<file path="config.mk">
export PLATFORM = sky130hd
export DESIGN_NAME = cluster_label_to_hue_color
export DESIGN_NICKNAME = d
export VERILOG_FILES = /design/src/hdl/clhc_pkg.sv /design/src/hdl/clhc_hue_div.sv /design/src/hdl/clhc_rgb.sv /design/src/hdl/cluster_label_to_hue_color.sv
export SDC_FILE = /design/constraint.sdc
export NUM_CORES = 2
export LEC_CHECK = 0
export ABC_AREA = 0
export BUFFER_PORTS_ARGS = -buffer_cell sky130_fd_sc_hd__buf_2
export CAP_MARGIN = 5
export CELL_PAD_IN_SITES_DETAIL_PLACEMENT = 1
export CELL_PAD_IN_SITES_GLOBAL_PLACEMENT = 1
export CORE_UTILIZATION = 40
export CTS_CLUSTER_DIAMETER = 50
export DETAILED_ROUTE_END_ITERATION = 12
export GPL_ROUTABILITY_DRIVEN = 0
export PLACE_DENSITY = 0.62
export SLEW_MARGIN = 10
export SYNTH_ARGS = -nofsm -noshare
export SYNTH_HDL_FRONTEND = slang
export SYNTH_HIERARCHICAL = 1
export SYNTH_SLANG_ARGS = --single-unit
</file>
<file path="constraint.sdc">
create_clock -name clk -period 11.1 [get_ports clk]
set_clock_uncertainty 0.2 [all_clocks]
set_input_delay 1.665 -clock clk [delete_from_list [all_inputs] [get_ports clk]]
set_output_delay 1.665 -clock clk [all_outputs]
set_load 0.01 [all_outputs]
</file>
<file path="src/hdl/clhc_pkg.sv">
// Shared types and constants for the cluster label to hue colour block.
// No dependencies; imported by clhc_hue_div, clhc_rgb and cluster_label_to_hue_color.
package clhc_pkg;

    localparam int LABEL_IN_W      = 16;
    localparam int LABEL_WIDTH_DEF = 16;
    localparam int CNT_W           = 16;
    localparam int CH_W            = 8;

    // hue quotient, 0..179, produced DIV_BITS bits per stage
    localparam int QUO_W    = 8;
    localparam int DIV_BITS = 2;
    localparam int PROD_W   = LABEL_IN_W + QUO_W;

    localparam int HUE_FULL     = 180;
    localparam int SECTOR_STEPS = 30;
    localparam int FULL_SCALE   = 255;
    localparam int SCALE_DEN    = FULL_SCALE * SECTOR_STEPS;

    localparam int SEC_W  = 3;
    localparam int FRAC_W = 5;
    localparam int XQ_W   = 13;
    localparam int NQ_W   = CH_W + XQ_W;
    localparam int NP_W   = 2 * CH_W;

    // reciprocals for floor division by constants, one correction step after
    localparam int RECIP_DEN_SH = 32;
    localparam int RECIP_DEN_W  = 20;
    localparam logic [RECIP_DEN_W-1:0] RECIP_DEN =
        RECIP_DEN_W'((64'd1 << RECIP_DEN_SH) / 64'(SCALE_DEN));
    localparam int RECIP_FS_SH = 24;
    localparam int RECIP_FS_W  = 17;
    localparam logic [RECIP_FS_W-1:0] RECIP_FS =
        RECIP_FS_W'((64'd1 << RECIP_FS_SH) / 64'(FULL_SCALE));

    // configuration port
    localparam int CFG_IDX_W  = 2;
    localparam int CFG_DATA_W = 16;
    localparam logic [CFG_IDX_W-1:0] REG_CLUSTER_COUNT = 2'd0;
    localparam logic [CFG_IDX_W-1:0] REG_SATURATION    = 2'd1;
    localparam logic [CFG_IDX_W-1:0] REG_BRIGHTNESS    = 2'd2;

    typedef struct packed {
        logic [QUO_W-1:0] quo;
        logic             sat;
        logic             noise;
    } hue_t;

endpackage

</file>
<file path="src/hdl/clhc_hue_div.sv">
// Hue index: label * 180 / cluster_count through a pipelined restoring divider.
// Depends on clhc_pkg.
module clhc_hue_div
    import clhc_pkg::*;
#(
    parameter int LABEL_WIDTH = LABEL_WIDTH_DEF
)
(
    input  logic                  clk,
    input  logic                  rst_n,
    input  logic                  in_valid,
    output logic                  in_ready,
    input  logic [LABEL_IN_W-1:0] label,
    input  logic [CNT_W-1:0]      cluster_count,
    output logic                  hue_valid,
    input  logic                  hue_ready,
    output hue_t                  hue
);

    localparam int DIV_STAGES = QUO_W / DIV_BITS;
    localparam logic [LABEL_IN_W-1:0] LABEL_MASK = (LABEL_WIDTH >= LABEL_IN_W) ?
        {LABEL_IN_W{1'b1}} : LABEL_IN_W'((64'd1 << LABEL_WIDTH) - 64'd1);

    logic [DIV_STAGES:0] valid_reg;
    logic [DIV_STAGES:0] en;

    logic [CNT_W-1:0] rem_reg [DIV_STAGES+1];
    logic [QUO_W-1:0] low_reg [DIV_STAGES+1];
    logic [QUO_W-1:0] quo_reg [DIV_STAGES+1];
    logic             sat_reg [DIV_STAGES+1];
    logic             noise_reg [DIV_STAGES+1];

    logic [LABEL_IN_W-1:0] lab;
    logic [CNT_W-1:0]      cnt_eff;
    logic [PROD_W-1:0]     prod;

    assign lab     = label & LABEL_MASK;
    assign cnt_eff = (cluster_count == '0) ? CNT_W'(1) : cluster_count;
    assign prod    = PROD_W'(lab) * PROD_W'(HUE_FULL);

    always_comb
    begin
        en[DIV_STAGES] = !valid_reg[DIV_STAGES] || hue_ready;
        for (int k = DIV_STAGES - 1; k >= 0; k--)
        begin
            en[k] = !valid_reg[k] || en[k+1];
        end
    end

    assign in_ready = en[0];

    always_ff @(posedge clk or negedge rst_n)
    begin
        if (!rst_n)
        begin
            valid_reg <= '0;
        end
        else
        begin
            if (en[0])
            begin
                valid_reg[0] <= in_valid;
            end
            for (int k = 1; k <= DIV_STAGES; k++)
            begin
                if (en[k])
                begin
                    valid_reg[k] <= valid_reg[k-1];
                end
            end
        end
    end

    always_ff @(posedge clk)
    begin
        if (en[0])
        begin
            rem_reg[0]   <= prod[PROD_W-1:QUO_W];
            low_reg[0]   <= prod[QUO_W-1:0];
            quo_reg[0]   <= '0;
            sat_reg[0]   <= (lab >= cnt_eff);
            noise_reg[0] <= (lab == '0);
        end
    end

    for (genvar g = 1; g <= DIV_STAGES; g++)
    begin : g_div
        logic [CNT_W-1:0] rem_next;
        logic [QUO_W-1:0] low_next;
        logic [QUO_W-1:0] quo_next;

        always_comb
        begin
            logic [CNT_W:0] trial;
            rem_next = rem_reg[g-1];
            low_next = low_reg[g-1];
            quo_next = quo_reg[g-1];
            for (int j = 0; j < DIV_BITS; j++)
            begin
                trial    = {rem_next, low_next[QUO_W-1]};
                low_next = {low_next[QUO_W-2:0], 1'b0};
                if (trial >= {1'b0, cnt_eff})
                begin
                    trial    = trial - {1'b0, cnt_eff};
                    quo_next = {quo_next[QUO_W-2:0], 1'b1};
                end
                else
                begin
                    quo_next = {quo_next[QUO_W-2:0], 1'b0};
                end
                rem_next = trial[CNT_W-1:0];
            end
        end

        always_ff @(posedge clk)
        begin
            if (en[g])
            begin
                rem_reg[g]   <= rem_next;
                low_reg[g]   <= low_next;
                quo_reg[g]   <= quo_next;
                sat_reg[g]   <= sat_reg[g-1];
                noise_reg[g] <= noise_reg[g-1];
            end
        end
    end

    assign hue_valid = valid_reg[DIV_STAGES];
    assign hue.quo   = quo_reg[DIV_STAGES];
    assign hue.sat   = sat_reg[DIV_STAGES];
    assign hue.noise = noise_reg[DIV_STAGES];

endmodule

</file>
<file path="src/hdl/clhc_rgb.sv">
// Hue to RGB conversion pipeline with exact floor scaling by 255.
// Depends on clhc_pkg; fed by clhc_hue_div.
module clhc_rgb
    import clhc_pkg::*;
(
    input  logic            clk,
    input  logic            rst_n,
    input  logic            hue_valid,
    output logic            hue_ready,
    input  hue_t            hue,
    input  logic [CH_W-1:0] saturation,
    input  logic [CH_W-1:0] brightness,
    output logic            out_valid,
    input  logic            out_ready,
    output logic [CH_W-1:0] red,
    output logic [CH_W-1:0] green,
    output logic [CH_W-1:0] blue
);

    localparam int STAGES = 6;

    localparam logic [SEC_W-1:0] SEC_RY = 3'd0;
    localparam logic [SEC_W-1:0] SEC_YG = 3'd1;
    localparam logic [SEC_W-1:0] SEC_GC = 3'd2;
    localparam logic [SEC_W-1:0] SEC_CB = 3'd3;
    localparam logic [SEC_W-1:0] SEC_BM = 3'd4;
    localparam logic [SEC_W-1:0] SEC_MR = 3'd5;

    localparam int PQ_W = NQ_W + RECIP_DEN_W;
    localparam int PP_W = NP_W + RECIP_FS_W;

    logic [STAGES-1:0] valid_reg;
    logic [STAGES-1:0] en;

    logic [SEC_W-1:0]  sec_reg [STAGES];
    logic              noise_reg [STAGES];

    logic [FRAC_W-1:0] frac_reg;
    logic [XQ_W-1:0]   xq_reg, xt_reg;
    logic [CH_W-1:0]   xp_reg;
    logic [NQ_W-1:0]   nq_g_reg, nt_g_reg, nq_h_reg, nt_h_reg;
    logic [NP_W-1:0]   np_g_reg, np_h_reg;
    logic [CH_W-1:0]   q0_reg, t0_reg, p0_reg;
    logic [CH_W-1:0]   q_reg, t_reg, p_reg;
    logic [CH_W-1:0]   red_reg, green_reg, blue_reg;

    always_comb
    begin
        en[STAGES-1] = !valid_reg[STAGES-1] || out_ready;
        for (int k = STAGES - 2; k >= 0; k--)
        begin
            en[k] = !valid_reg[k] || en[k+1];
        end
    end

    assign hue_ready = en[0];

    always_ff @(posedge clk or negedge rst_n)
    begin
        if (!rst_n)
        begin
            valid_reg <= '0;
        end
        else
        begin
            if (en[0])
            begin
                valid_reg[0] <= hue_valid;
            end
            for (int k = 1; k < STAGES; k++)
            begin
                if (en[k])
                begin
                    valid_reg[k] <= valid_reg[k-1];
                end
            end
        end
    end

    // sector and fraction
    logic [QUO_W-1:0]  h;
    logic [SEC_W-1:0]  sec_next;
    logic [FRAC_W-1:0] frac_next;

    assign h = hue.sat ? QUO_W'(HUE_FULL) : hue.quo;

    always_comb
    begin
        if (h >= QUO_W'(HUE_FULL))
        begin
            sec_next  = SEC_RY;
            frac_next = '0;
        end
        else if (h >= QUO_W'(5 * SECTOR_STEPS))
        begin
            sec_next  = SEC_MR;
            frac_next = FRAC_W'(h - QUO_W'(5 * SECTOR_STEPS));
        end
        else if (h >= QUO_W'(4 * SECTOR_STEPS))
        begin
            sec_next  = SEC_BM;
            frac_next = FRAC_W'(h - QUO_W'(4 * SECTOR_STEPS));
        end
        else if (h >= QUO_W'(3 * SECTOR_STEPS))
        begin
            sec_next  = SEC_CB;
            frac_next = FRAC_W'(h - QUO_W'(3 * SECTOR_STEPS));
        end
        else if (h >= QUO_W'(2 * SECTOR_STEPS))
        begin
            sec_next  = SEC_GC;
            frac_next = FRAC_W'(h - QUO_W'(2 * SECTOR_STEPS));
        end
        else if (h >= QUO_W'(SECTOR_STEPS))
        begin
            sec_next  = SEC_YG;
            frac_next = FRAC_W'(h - QUO_W'(SECTOR_STEPS));
        end
        else
        begin
            sec_next  = SEC_RY;
            frac_next = FRAC_W'(h);
        end
    end

    always_ff @(posedge clk)
    begin
        if (en[0])
        begin
            sec_reg[0]   <= sec_next;
            noise_reg[0] <= hue.noise;
            frac_reg     <= frac_next;
        end
        for (int k = 1; k < STAGES; k++)
        begin
            if (en[k])
            begin
                sec_reg[k]   <= sec_reg[k-1];
                noise_reg[k] <= noise_reg[k-1];
            end
        end
    end

    // numerators of q, t and p
    logic [XQ_W-1:0] sf, st;

    assign sf = XQ_W'(saturation) * XQ_W'(frac_reg);
    assign st = XQ_W'(saturation) * XQ_W'(FRAC_W'(SECTOR_STEPS) - frac_reg);

    always_ff @(posedge clk)
    begin
        if (en[1])
        begin
            xq_reg <= XQ_W'(SCALE_DEN) - sf;
            xt_reg <= XQ_W'(SCALE_DEN) - st;
            xp_reg <= CH_W'(FULL_SCALE) - saturation;
        end
    end

    always_ff @(posedge clk)
    begin
        if (en[2])
        begin
            nq_g_reg <= NQ_W'(brightness) * NQ_W'(xq_reg);
            nt_g_reg <= NQ_W'(brightness) * NQ_W'(xt_reg);
            np_g_reg <= NP_W'(brightness) * NP_W'(xp_reg);
        end
    end

    // quotient estimates, at most one short
    logic [PQ_W-1:0] pq, pt;
    logic [PP_W-1:0] pp;

    assign pq = PQ_W'(nq_g_reg) * PQ_W'(RECIP_DEN);
    assign pt = PQ_W'(nt_g_reg) * PQ_W'(RECIP_DEN);
    assign pp = PP_W'(np_g_reg) * PP_W'(RECIP_FS);

    always_ff @(posedge clk)
    begin
        if (en[3])
        begin
            q0_reg   <= pq[RECIP_DEN_SH +: CH_W];
            t0_reg   <= pt[RECIP_DEN_SH +: CH_W];
            p0_reg   <= pp[RECIP_FS_SH +: CH_W];
            nq_h_reg <= nq_g_reg;
            nt_h_reg <= nt_g_reg;
            np_h_reg <= np_g_reg;
        end
    end

    // correction step
    logic [NQ_W-1:0] rq, rt;
    logic [NP_W-1:0] rp;

    assign rq = nq_h_reg - NQ_W'(q0_reg) * NQ_W'(SCALE_DEN);
    assign rt = nt_h_reg - NQ_W'(t0_reg) * NQ_W'(SCALE_DEN);
    assign rp = np_h_reg - NP_W'(p0_reg) * NP_W'(FULL_SCALE);

    always_ff @(posedge clk)
    begin
        if (en[4])
        begin
            q_reg <= (rq >= NQ_W'(SCALE_DEN)) ? q0_reg + CH_W'(1) : q0_reg;
            t_reg <= (rt >= NQ_W'(SCALE_DEN)) ? t0_reg + CH_W'(1) : t0_reg;
            p_reg <= (rp >= NP_W'(FULL_SCALE)) ? p0_reg + CH_W'(1) : p0_reg;
        end
    end

    // channel selection and output register
    logic [CH_W-1:0] red_next, green_next, blue_next;

    always_comb
    begin
        if (noise_reg[4])
        begin
            red_next   = CH_W'(FULL_SCALE);
            green_next = '0;
            blue_next  = '0;
        end
        else
        begin
            case (sec_reg[4])
                SEC_RY:
                begin
                    red_next = brightness; green_next = t_reg; blue_next = p_reg;
                end
                SEC_YG:
                begin
                    red_next = q_reg; green_next = brightness; blue_next = p_reg;
                end
                SEC_GC:
                begin
                    red_next = p_reg; green_next = brightness; blue_next = t_reg;
                end
                SEC_CB:
                begin
                    red_next = p_reg; green_next = q_reg; blue_next = brightness;
                end
                SEC_BM:
                begin
                    red_next = t_reg; green_next = p_reg; blue_next = brightness;
                end
                default:
                begin
                    red_next = brightness; green_next = p_reg; blue_next = q_reg;
                end
            endcase
        end
    end

    always_ff @(posedge clk)
    begin
        if (en[5])
        begin
            red_reg   <= red_next;
            green_reg <= green_next;
            blue_reg  <= blue_next;
        end
    end

    assign out_valid = valid_reg[STAGES-1];
    assign red       = red_reg;
    assign green     = green_reg;
    assign blue      = blue_reg;

endmodule

</file>
<file path="src/hdl/cluster_label_to_hue_color.sv">
// Top level of the cluster label to hue colour block: configuration registers and pipeline.
// Depends on clhc_pkg, clhc_hue_div and clhc_rgb.
//
// Usage:
//   Input channel in_valid/in_ready carries one label per transaction; the output
//   channel out_valid/out_ready carries one red/green/blue colour per transaction,
//   in input order. Label zero gives pure red.
//   Configuration: cfg_we writes cfg_data into register cfg_index (0 cluster
//   count, 1 saturation, 2 brightness) at the clock edge; other indexes are
//   ignored. Write only while no transaction is in flight.
//   Pipeline: 11 register stages (5 of hue division: the label*180 product, then
//   2 quotient bits per stage; 6 of colour conversion). The colour outputs are
//   driven straight from the output register.
//   Throughput: one transaction per cycle while the output is not stalled; each stage holds one item.
//   Stall: a stage holds while the one after it is full and stalled; empty
//   stages still fill, so input is taken until every stage is occupied.
//   Reset: pipeline emptied, count 1, saturation 255, brightness 255.
module cluster_label_to_hue_color
    import clhc_pkg::*;
#(
    parameter int LABEL_WIDTH = LABEL_WIDTH_DEF
)
(
    input  logic                  clk,
    input  logic                  rst_n,
    input  logic                  cfg_we,
    input  logic [CFG_IDX_W-1:0]  cfg_index,
    input  logic [CFG_DATA_W-1:0] cfg_data,
    input  logic                  in_valid,
    output logic                  in_ready,
    input  logic [LABEL_IN_W-1:0] label,
    output logic                  out_valid,
    input  logic                  out_ready,
    output logic [CH_W-1:0]       red,
    output logic [CH_W-1:0]       green,
    output logic [CH_W-1:0]       blue
);

    logic [CNT_W-1:0] cluster_count_reg;
    logic [CH_W-1:0]  saturation_reg;
    logic [CH_W-1:0]  brightness_reg;

    logic hue_valid;
    logic hue_ready;
    hue_t hue;

    always_ff @(posedge clk or negedge rst_n)
    begin
        if (!rst_n)
        begin
            cluster_count_reg <= CNT_W'(1);
            saturation_reg    <= CH_W'(FULL_SCALE);
            brightness_reg    <= CH_W'(FULL_SCALE);
        end
        else if (cfg_we)
        begin
            case (cfg_index)
                REG_CLUSTER_COUNT: cluster_count_reg <= cfg_data[CNT_W-1:0];
                REG_SATURATION:    saturation_reg    <= cfg_data[CH_W-1:0];
                REG_BRIGHTNESS:    brightness_reg    <= cfg_data[CH_W-1:0];
                default:
                begin
                end
            endcase
        end
    end

    clhc_hue_div #(
        .LABEL_WIDTH (LABEL_WIDTH)
    ) u_hue_div (
        .clk           (clk),
        .rst_n         (rst_n),
        .in_valid      (in_valid),
        .in_ready      (in_ready),
        .label         (label),
        .cluster_count (cluster_count_reg),
        .hue_valid     (hue_valid),
        .hue_ready     (hue_ready),
        .hue           (hue)
    );

    clhc_rgb u_rgb (
        .clk        (clk),
        .rst_n      (rst_n),
        .hue_valid  (hue_valid),
        .hue_ready  (hue_ready),
        .hue        (hue),
        .saturation (saturation_reg),
        .brightness (brightness_reg),
        .out_valid  (out_valid),
        .out_ready  (out_ready),
        .red        (red),
        .green      (green),
        .blue       (blue)
    );

endmodule
</file>
# --- Yosys cells after proc, flatten, opt, wreduce, memory -nomap -nowiden ---
# Memory sizes are Yosys's and may differ from the RTL's.
# Index checks and enable logic that the tools add are counted.
word_totals:
  memories: 7
  ff_bits: 270
  mem_bits_ro: 0
  ram_bits: 184
  out_inout_bits: 26
  latchBits: 0
  word_cells: 189
  inputBits: 39
classes:
  n_div: 0
  n_eq_ne: 6
  n_addsub: 23
  bitwise: 0
  n_lt_le_gt_ge: 18
  multipliers: 12
  shift: 0
  muxes: 57
  reduce_logical: 33
mem_list:
  columns: ["name", "words", "word_bits", "rd", "rd_clocked_by_memory_dff", "wr", "line", "rtl"]
  rows:
  - ["u_hue_div.rem_reg", 5, 16, 4, 0, 5, "clhc_hue_div.sv:27", "logic [CNT_W-1:0] rem_reg [DIV_STAGES+1];"]
  - ["u_hue_div.quo_reg", 5, 8, 5, 0, 5, "clhc_hue_div.sv:29", "logic [QUO_W-1:0] quo_reg [DIV_STAGES+1];"]
  - ["u_hue_div.low_reg", 5, 6, 4, 0, 5, "clhc_hue_div.sv:28", "logic [QUO_W-1:0] low_reg [DIV_STAGES+1];"]
  - ["u_rgb.sec_reg", 6, 3, 5, 0, 6, "clhc_rgb.sv:35", "logic [SEC_W-1:0] sec_reg [STAGES];"]
  - ["u_rgb.noise_reg", 6, 1, 5, 0, 6, "clhc_rgb.sv:36", "logic noise_reg [STAGES];"]
  - ["u_hue_div.noise_reg", 5, 1, 5, 0, 5, "clhc_hue_div.sv:31", "logic noise_reg [DIV_STAGES+1];"]
  - ["1 more memories", null, null, null, null, null, null, null]
op_table:
  columns: ["operator", "count"]
  rows:
  - ["two-way mux 16 bit", 9]
  - ["subtractor 16 bit", 9]
  - ["greater-or-equal comparator 17 x 16 -> 1 bit", 8]
  - ["multiplier 21 x 20 -> 40 bit, second input constant", 2]
  - ["case mux 8 bit (3 select lines)", 3]
  - ["greater-or-equal comparator 21 x 13 -> 1 bit, second input constant", 2]
  - ["multiplier 8 x 13 -> 21 bit", 2]
  - ["subtractor 21 bit", 2]
  - ["multiplier 8 x 12 -> 20 bit, second input constant", 2]
  - ["logical NOT 16 bit", 2]
  - ["multiplier 16 x 17 -> 32 bit, second input constant", 1]
  - ["two-way mux 8 bit", 4]
  - ["two-way mux 1 bit", 31]
  - ["subtractor 13 bit, first input constant", 2]
  - ["two-way mux 5 bit", 5]
  - ["subtractor 5 bit, second input constant", 5]
  - ["adder 8 x 1 -> 8 bit, second input constant", 3]
  - ["multiplier 16 x 6 -> 22 bit, second input constant", 1]
  - ["greater-or-equal comparator 16 bit", 1]
  - ["greater-or-equal comparator 16 x 8 -> 1 bit, second input constant", 1]
  - ["greater-or-equal comparator 8 x 7 -> 1 bit, second input constant", 2]
  - ["greater-or-equal comparator 8 bit, second input constant", 2]
  - ["multiplier 8 x 8 -> 16 bit", 1]
  - ["multiplier 8 x 8 -> 16 bit, second input constant", 1]
  - ["other kinds (18)", 48]

# --- Longest topological paths before layout ---
logic_depth:
  ltp_word: 14
  depth_mapped: 28
  mapped_depth_nobuf: 27

# --- Modules after synthesis ---
# The synthesis kept the hierarchy.
by_module_without_submodules:
  columns: ["mod", "seq_area_each_um2", "cells_per_inst", "area_per_inst_um2", "instances"]
  rows:
  - ["clhc_rgb", 7447.1, 3849, 38844.8, 1]
  - ["clhc_hue_div", 3308.2, 1299, 12499.5, 1]
  - ["cluster_label_to_hue_color", 822.0, 68, 1227.4, 1]

# --- Least setup slack after synthesis ---
# No wires, ideal clock.
synth_path:
  path_kind: "in2out"
  start: "in out_ready"
  end: "out in_ready"
  arrival_ps: 6770
  path_slack_ps: 2465
  n_path_buf: 0
  required_ps: 9235
  cell_stages: 8
  cell_sequence: "nor2b_1 -> nand3_1 -> nor2_1 -> nand3_1 -> nor2b_1 -> nand4_1 -> inv_1 -> nand2_1"
synth_via:
  elab_chain_cells: 11
synth_lines:
  columns: ["element", "line", "rtl"]
  rows:
  - ["start: declaration", "cluster_label_to_hue_color.sv:33", "input logic out_ready,"]
  - ["logical OR 1 bit", "clhc_rgb.sv:49", "en[STAGES-1] = !valid_reg[STAGES-1] || out_ready;"]
  - ["logical OR 1 bit (2 in a row)", "clhc_rgb.sv:52", "en[k] = !valid_reg[k] || en[k+1];"]
  - ["net u_rgb.en[3]", "clhc_rgb.sv:33", "logic [STAGES-1:0] en;"]
  - ["logical OR 1 bit (3 in a row)", "clhc_rgb.sv:52", null]
  - ["net hue_ready", "cluster_label_to_hue_color.sv:44", "logic hue_ready;"]
  - ["logical OR 1 bit", "clhc_hue_div.sv:43", "en[DIV_STAGES] = !valid_reg[DIV_STAGES] || hue_ready;"]
  - ["logical OR 1 bit (3 in a row)", "clhc_hue_div.sv:46", "en[k] = !valid_reg[k] || en[k+1];"]
  - ["net u_hue_div.en[1]", "clhc_hue_div.sv:25", "logic [DIV_STAGES:0] en;"]
  - ["logical OR 1 bit", "clhc_hue_div.sv:46", null]
  - ["end: declaration", "cluster_label_to_hue_color.sv:30", "output logic in_ready,"]
# The timed path passes the listed nets, and every way through them passes these cells.

==> results_dict.tcl <==
set metrics [dict create \
    largest_reg_flops 64 \
    grt_pass1_wl_um 219000 \
    hold_class "flop to flop" \
    grt_max_degree 62 \
    yosysMostFrequentCell "ha_1" \
    ys_types 95 \
    synth_warnings 6 \
    finalHoldViolations 0 \
    cp_cell_sequence "nor4_1 -> a41oi_1 -> inv_1 -> ha_1 -> nor2b_1 -> o31a_1 -> o21ai_2 -> nand4b_1 -> a221o_1 -> o41a_1 -> mux2_2 -> ha_1 -> a211oi_1 -> nand2b_1 -> o2111ai_1 -> a211oi_1 -> nor4_1 -> a21oi_1 -> a221oi_4 -> mux2_2" \
    r2r_start "cluster_count_reg[4]" \
    post_route_cells_drive_above_1_share 0.0735 \
    cp.arrival_ns 7.76 \
    cp-start-kind "flop" \
    wl_per_cell_um 19.3 \
    ys_seq_area_frac 0.220 \
    worstPathRequired_ns 11.29 \
    clk_pin_slew_ns 0.06 \
    clk_path_buf_depth 3 \
    max_stage_delay_ns 0.96 \
    area_growth_pct 9.37 \
    grt_pass1_vias 40300 \
    r2r_cells 20 \
    synth_top_area_share 0.234 \
    syn_avg_cell_area_um2 10.1 \
    rows 132 \
    grtUsageTotal 0.210 \
    die_h_um 365 \
    cts_inserted_buffers 72 \
    hp-start "u_rgb/sec_reg[3][0]" \
    ys_ff_latch 392 \
    min_to "u_rgb/sec_reg[4][0]" \
    synth_commonest_cells "ha_1 (982), inv_1 (879), fa_1 (494)" \
    antenna_found_initial 5 \
    avgViaCountPerCell 5.27 \
    core_um2 130000 \
    rsz0062_at_grt "no" \
    critical_path.max_fanout 17 \
    synthTopCellsByArea "ha_1 (23%), edfxtp_1 (20%), fa_1 (19%)" \
    ant_nets 0 \
    cp_top_family "compound AO/OA/AOI/OAI gates" \
    root_buffer "clkbuf_16" \
    fillers 14500 \
    synth_top_area_cell "ha_1" \
    r2r-end "u_hue_div/rem_reg[0][17]" \
    worstMarginPinSlew_ns 1.15 \
    fmax_ghz 0.132 \
    cts_tree "yes" \
    pre_cts_slack_ns 3.52 \
    hold-path-cell-count 0 \
    tns_ns 0 \
    reg2reg_slack_ns 3.53 \
    firstDrtPassIters 5 \
    initial_core_util 0.404 \
    async_reset_ff_frac 0.110 \
    syn_area_um2 52600 \
    slew_viol_final 0 \
    multi_input_area_um2 37300 \
    fin_crit_ns 7.57 \
    port_buffers 64 \
    clock_latency_ns 0.65 \
    cp_slowest_cell "a221oi_4" \
    top_level_ports 65 \
    vias 37400 \
    worst-setup-path-type "flop to flop" \
    nNetsFinal 6820 \
    drtIter0Drc 1568 \
    dieArea_um2 133000 \
    slew_headroom 0.232 \
    die_width_um 365 \
    setup_violations 0 \
    drt-total-wl_um 137000 \
    cts_hold_buf 0 \
    outcome "completed" \
    cts_sinks 392 \
    cts_htree_levels 3 \
    cts_resized 0 \
    max-cap-violations 0 \
    synth-main-ff-cell "edfxtp_1" \
    hpwl_um 111000 \
    drc 0 \
    syn_nets 6731 \
    grt-ovfl-total 0 \
    path_buf_inv 1 \
    syn_inst 5216 \
    setup_ws_ns 3.53 \
    cts_setup_buffers 0 \
    end_kind "flop" \
    synth_edf_count 349 \
    sequential_cell_area_um2 11600 \
    period_share 0.682 \
]
[how the worst max path moves through the flow]
stage                                    start                  endpoint  slack (ns)  depth (start not counted)
after floorplan                      out_ready                  in_ready        2.47                          8
after global placement    cluster_count_reg[1]  u_hue_div/rem_reg[0][20]        3.66                         20
after detailed placement  cluster_count_reg[4]  u_hue_div/rem_reg[0][17]        3.52                         20
after CTS                 cluster_count_reg[4]  u_hue_div/rem_reg[0][17]        3.49                         20
after global routing      cluster_count_reg[1]  u_hue_div/rem_reg[0][19]        2.99                         20
final                     cluster_count_reg[4]  u_hue_div/rem_reg[0][17]        3.53                         20
[cell usage in the layout, fill, tap and decap left out, drive strengths merged, types with 18 or more instances in the layout]
| master | instances |
|---|---|
| o21a | 38 |
| xor2 | 82 |
| o31ai | 18 |
| o211ai | 18 |
| or3 | 22 |
| nand3 | 61 |
| nor2b | 49 |
| a21o | 99 |
| mux2 | 104 |
| clkbuf | 82 |
| inv | 895 |
| a31oi | 21 |
| ha | 982 |
| nor4 | 31 |
| nor3 | 69 |
| buf | 104 |
| o21ai | 163 |
| fa | 494 |
| nor2 | 238 |
| a211oi | 41 |
| nand4 | 40 |
| and2 | 209 |
| and3 | 27 |
| edfxtp | 349 |
| nand2b | 55 |
| nand2 | 305 |
| dfrtp | 26 |
| a211o | 23 |
| o21bai | 27 |
| clkinv | 28 |
| a21oi | 237 |
| xnor2 | 169 |
[stage by stage]
step	hold WS [ns]	cell area, µm²	utilization	instances
floorplan	0.200	52600	-	5216
global placement	0.201	55000	0.423	6973
detailed placement	0.206	55000	0.423	6973
CTS	0.200	57500	0.442	7106
global route	0.199	57500	0.442	7106
finish	0.206	57500	0.442	7109
[layer usage]
layer	global-route usage	vias up	wire [µm]
met5	0	-	13
met4	0.0722	2	4890
met3	0.0274	209	3970
met2	0.360	437	65600
met1	0.272	18700	62600
li1	-	18100	-
[layout make-up]
type | count | share of cell area
antenna | 3 | 0.000131
clock buffer | 82 | 0.0325
clock inverter | 51 | 0.0108
inverter | 881 | 0.0575
multi-input combinational | 3854 | 0.649
sequential | 392 | 0.201
tap | 1742 | 0.0379
timing repair buffer | 104 | 0.0108
[logic make-up after synthesis]
| group | synth area share |
|---|---|
| mux | 0.0267 |
| fa+ha+maj | 0.422 |
| compound gates | 0.108 |
| simple gates | 0.111 |
| xor+xnor | 0.0418 |
| buf+inv | 0.0704 |
| flops | 0.220 |
Power is left out: the tool's default activity adds up to more than one toggle a clock period on the data nets, which glitch-free logic cannot reach.
